[config.mk]
export PLATFORM = sky130hd
export DESIGN_NAME = gs5_tap
export DESIGN_NICKNAME = d
export VERILOG_FILES = /design/src/sv/gs5_pkg.sv /design/src/sv/gs5_tap.sv
export SDC_FILE = /design/constraint.sdc
export NUM_CORES = 1
export LEC_CHECK = 0
export BUFFER_PORTS_ARGS = -buffer_cell sky130_fd_sc_hd__buf_2
export CORE_UTILIZATION = 37
export CTS_BUF_LIST = sky130_fd_sc_hd__clkbuf_4 sky130_fd_sc_hd__clkbuf_8
export CTS_CLUSTER_SIZE = 12
export DETAILED_ROUTE_END_ITERATION = 10
export HOLD_SLACK_MARGIN = 0.1
export PLACE_DENSITY = 0.81
export SLEW_MARGIN = 20
export SYNTH_ARGS = -nofsm -noshare
export SYNTH_HDL_FRONTEND = slang
export SYNTH_SLANG_ARGS = --single-unit
[constraint.sdc]
create_clock -name clock -period 0.8 [get_ports clock]
set_input_delay 0.08 -clock clock [delete_from_list [all_inputs] [get_ports clock]]
set_output_delay 0.08 -clock clock [all_outputs]
set_load 0.1 [all_outputs]
[src/sv/gs5_pkg.sv]
// Shared types, constants and helpers for the five-point Gauss-Seidel sweep.
// No dependencies; imported by gs5_if, gauss_seidel_5pt_sweep and gs5_tap.
`timescale 1ns / 1ps
`default_nettype none

package gs5_pkg;

   localparam int MAX_INTERIOR_DEF = 256;
   localparam int VALUE_W          = 32;
   localparam int COORD_W          = 9;
   localparam logic [COORD_W-1:0] WIDTH_RESET = 9'd64;

   // A Q16.16 value x is held as x + 2^31 = 5*q + r, r in 0..4
   localparam int Q_W = 30;
   localparam int R_W = 3;

   typedef struct packed {
      logic [Q_W-1:0] q;
      logic [R_W-1:0] r;
   } dq_type;

   localparam logic [31:0] RECIP5   = 32'hCCCC_CCCD;
   localparam logic [31:0] SIGN_BIT = 32'h8000_0000;

   // split a signed value into quotient and remainder by five (offset binary)
   function automatic dq_type fifth_split(input logic signed [VALUE_W-1:0] x);
      logic [31:0] n;
      logic [63:0] p;
      logic [31:0] rem;
      dq_type      d;
      n   = {~x[31], x[30:0]};
      p   = {32'b0, n} * {32'b0, RECIP5};
      rem = n - {p[63:34], 2'b00} - {2'b00, p[63:34]};
      d.q = p[63:34];
      d.r = rem[R_W-1:0];
      return d;
   endfunction

   // floor(v / 5) for the small residue sum, v in 0..22
   function automatic logic [2:0] residue_fifth(input logic [4:0] v);
      logic [2:0] f;
      if (v >= 5'd20)      f = 3'd4;
      else if (v >= 5'd15) f = 3'd3;
      else if (v >= 5'd10) f = 3'd2;
      else if (v >= 5'd5)  f = 3'd1;
      else                 f = 3'd0;
      return f;
   endfunction

endpackage

`default_nettype wire

[src/sv/gs5_tap.sv]
// Stencil window cell: holds one split value and hands it on when loaded.
// Depends on gs5_pkg for dq_type.
`timescale 1ns / 1ps
`default_nettype none

module gs5_tap import gs5_pkg::*; (
   input  wire logic   clock,
   input  wire logic   load,
   input  wire dq_type d_in,
   output dq_type      d_out
);

   dq_type tap_ff;
   dq_type tap_in;

   always_comb begin
      tap_in = load ? d_in : tap_ff;
   end

   always_ff @(posedge clock) begin
      tap_ff <= tap_in;
   end

   assign d_out = tap_ff;

endmodule

`default_nettype wire

# Word-level counts from Yosys, hierarchy flattened
# Cells that the tools add are included.
# Widths: inputs -> output; s select.
[totals]
word_cells = 2
input_bits = 35
ff_bits = 33
output_inout_bits = 33

# Logic depth before layout (Yosys ltp)
[depth]
depth_word = 0
mapped_depth = 0
mapped_depth_nobuf = 0

# Worst setup path before layout
# OpenSTA, ideal clock, no wires.
[synth_timing]
path_type = "register to output"
startpoint = "register tap_ff, in the netlist d_out[0]"
endpoint = "output port d_out[0] (netlist bit)"
n_path_buf = 0
setup_slack_ns = -0.184
path_stages_with_launch = 1
arrival_ns = 0.904
required_ns = 0.720
cell_sequence = "edfxtp_1"
[synth_rtl]
columns = ["item", "line", "source"]
rows = [
  ["start: declaration", "gs5_tap.sv:13", "dq_type tap_ff;"],
  ["start signal: assignment", "gs5_tap.sv:21", "tap_ff <= tap_in;"],
  ["end: declaration", "gs5_tap.sv:10", "output dq_type d_out"],
]
# No word-level cell between the ends.

# Worst setup path in the final report
[layout_timing]
startpoint = "register tap_ff, in the netlist d_out[4]"
endpoint = "output port d_out[4] (netlist bit)"
# No word-level cell between the ends.

==> run_results.csv <==
group,metric,value,unit
placed_design,placed_area,1900,um2
cts,cts_buffer_depth,2,
critical_path,critPathSlowestCell,"edfxtp_1",
cts,cts_tree,"built",
pwr,p_per_area,2130,nW/um2
critical_path,cp.depth,1,
critical_path,path_delay_family,"flip-flops",
route,dr.pass1.iters,4,
pwr,power.leakage,0.000959,uW
critical_path,critPathBufInv,1,
synth,synth_area,991,um2
sta,min_period,1.04,ns
critical_path,worstPathCellList,"buf_12",
final_layout,largest_reg_flops,33,
final_layout,nets,177,
pwr,swShare,36.2,%
sta,finalHoldViolations,0,
pwr,clock_power_share,18.5,%
critical_path,cp_max_fo,1,
cts,cts_htree_levels,2,
sta,max_freq,0.959,GHz
cts,path_clk_slew,0.11,ns
sta,rsz0062_at_grt,"true",
sta,relSlewSlack,90.6,%
global_route,grt_pass1_wl,4.22,mm
critical_path,critPathKind,"register to output pin",
global_route,grt_busiest_layer,"met2",
synth,ys_seq_area_share,100,%
global_route,grt_usage,23.4,%
synth,yosys.area.top_type,"edfxtp_1",
route,drc,0,
synth,synth_most_common_cell,"edfxtp_1",
synth,synth-seq-cells,33,
critical_path,crit_required,0.72,ns
global_route,use_met1,21.8,%
route,ant_nets,0,
outcome,violations,"setup timing",
job,cap_violations,0,
sta,setup_ws,-0.243,ns
final_layout,synthToLayoutAreaGrowth,131,%
global_route,use_met3,9.32,%
sta,drv_slew,0,
cts,cts.sinks,33,
sta,setup-violations-final,33,
placed_design,place_inst,132,
synth,synthCells,33,
synth,synth_common_cells,"edfxtp_1 (33)",
floorplanning,dieArea,2890,um2
synth,synth_area_leaders,"edfxtp_1 (100%)",
synth,synth_edf_count,33,
final_layout,n_fill_cell,87,
critical_path,end_kind,"output pin",
critical_path,max_stage_delay,0.45,ns
final_layout,finalNonFillerCells,173,
min_path,hp-class,"input port to register",
synth,post_synth.cell_area_avg,30.0,um2
critical_path,arrival,0.96,ns
pwr,p_seq_share,44.8,%
cts,clockRootBuffer,"clkbuf_4",
global_route,grt_pass1_vias,877,
floorplanning,die_x,53.8,um
global_route,grt_antenna_before_repair,0,
route,avgViaCountPerCell,4.46,
sta,tightest_slew,0.142,ns
route,num_vias,771,
synth,ys.flop_type,"edfxtp_1",
synth,synth_cell_types,1,
sta,period_share,130,%
critical_path,worst_setup_path_start_kind,"register",
global_route,grt_max_degree,19,
pwr,ir_drop,2.50,mV
min_path,holdPathStages,2,
pwr,switchingPower,1760,uW
outcome,status,"complete, but fails checks",
synth,yosysWarnings,0,
placed_design,gp_congestion,0.645,
synth,synthArstFlopShare,0,%
global_route,use_met2,43.4,%
synth,syn-num-nets,68,
pwr,fin_total_pwr,4860,uW
pwr,comb_power_share,36.8,%
final_layout,nMultiInputCombCells,0,
floorplanning,die_y,53.8,um
floorplanning,rows,18,
route,wl,3.00,mm
final_layout,drive_above_1_share,53.8,%
pwr,p_int,3100,uW
floorplanning,coreArea,2500,um2
final_layout,fin_area,2280,um2
global_route,overflow,0,
cts,cts_buffers,5,
floorplanning,io_pins,68,
final_layout,antenna_cells,0,
route,post_drt_wl_per_cell,17.3,um
final_layout,multi_input_area,0,um2
cts,post_cts_buffers,0,
route,drt_iter0_drc,10,
synth,synth_top_area_share,100,%
floorplanning,start_util,39.6,%
placed_design,numPortBuffers,67,
cts,cts.repair.resized,0,
[kinds of logic (layout without fill, tap and decap cells)]
kind of cell           count (synthesis)  in the layout  synth area share [%]
flip-flops                            33             33                   100
buffers and inverters                  0            110                     0
[cell type report]
type	count	area (um2)	area share [%]
flip-flops and latches	33	991	43.4
clock inverters	2	10.0	0.438
well taps	30	37.5	1.64
repair buffers	102	1200	52.6
clock buffers	6	45.0	1.97
[worst paths after layout]
kind        end  slack (ns)  startpoint
min   d_out[24]        0.19        load
max    d_out[4]       -0.24    d_out[4]
[metrics by stage]
stage / setup slack [ns] / hold slack (ns) / setup TNS (ns) / utilization [%]
global route: -0.280 / 0.187 / -8.33 / 91.4
finish: -0.243 / 0.187 / -7.11 / 91.4
floorplan: -0.184 / 0.179 / -6.07 / -
detailed placement: 0.105 / 0.258 / 0 / 76.0
CTS: -0.258 / 0.174 / -7.70 / 91.4
global placement: 0.119 / 0.256 / 0 / 76.0
[power groups by stage]
stage	Combinational, uW	Sequential, uW	Clock [uW]
6_report	1790	2180	897
5_1_grt	1820	2190	986
4_1_cts	1770	2170	914
3_5_place_dp	1650	2210	0
3_3_place_gp	1630	2200	0
2_1_floorplan	0	3110	0
[metal layers]
metal	vias to the layer above	part of all wire [%]
met5	-	0
met4	0	2.9
met3	8	7.8
met2	50	56
met1	361	34
li1	352	-
[repair_timing]
item | in CTS | in global routing
hold endpoints to repair | 33 | 0
hold buffers | 33 | 0
setup endpoints to repair | 33 | 33
[placed cells by master, fill, tap and decap left out]
cell type       n
buf_12         35
buf_2          34
clkbuf_4        6
clkinv_2        2
dlygate4sd3_1  33
edfxtp_1       33
Note: power is estimated with default switching activity, not from simulation.
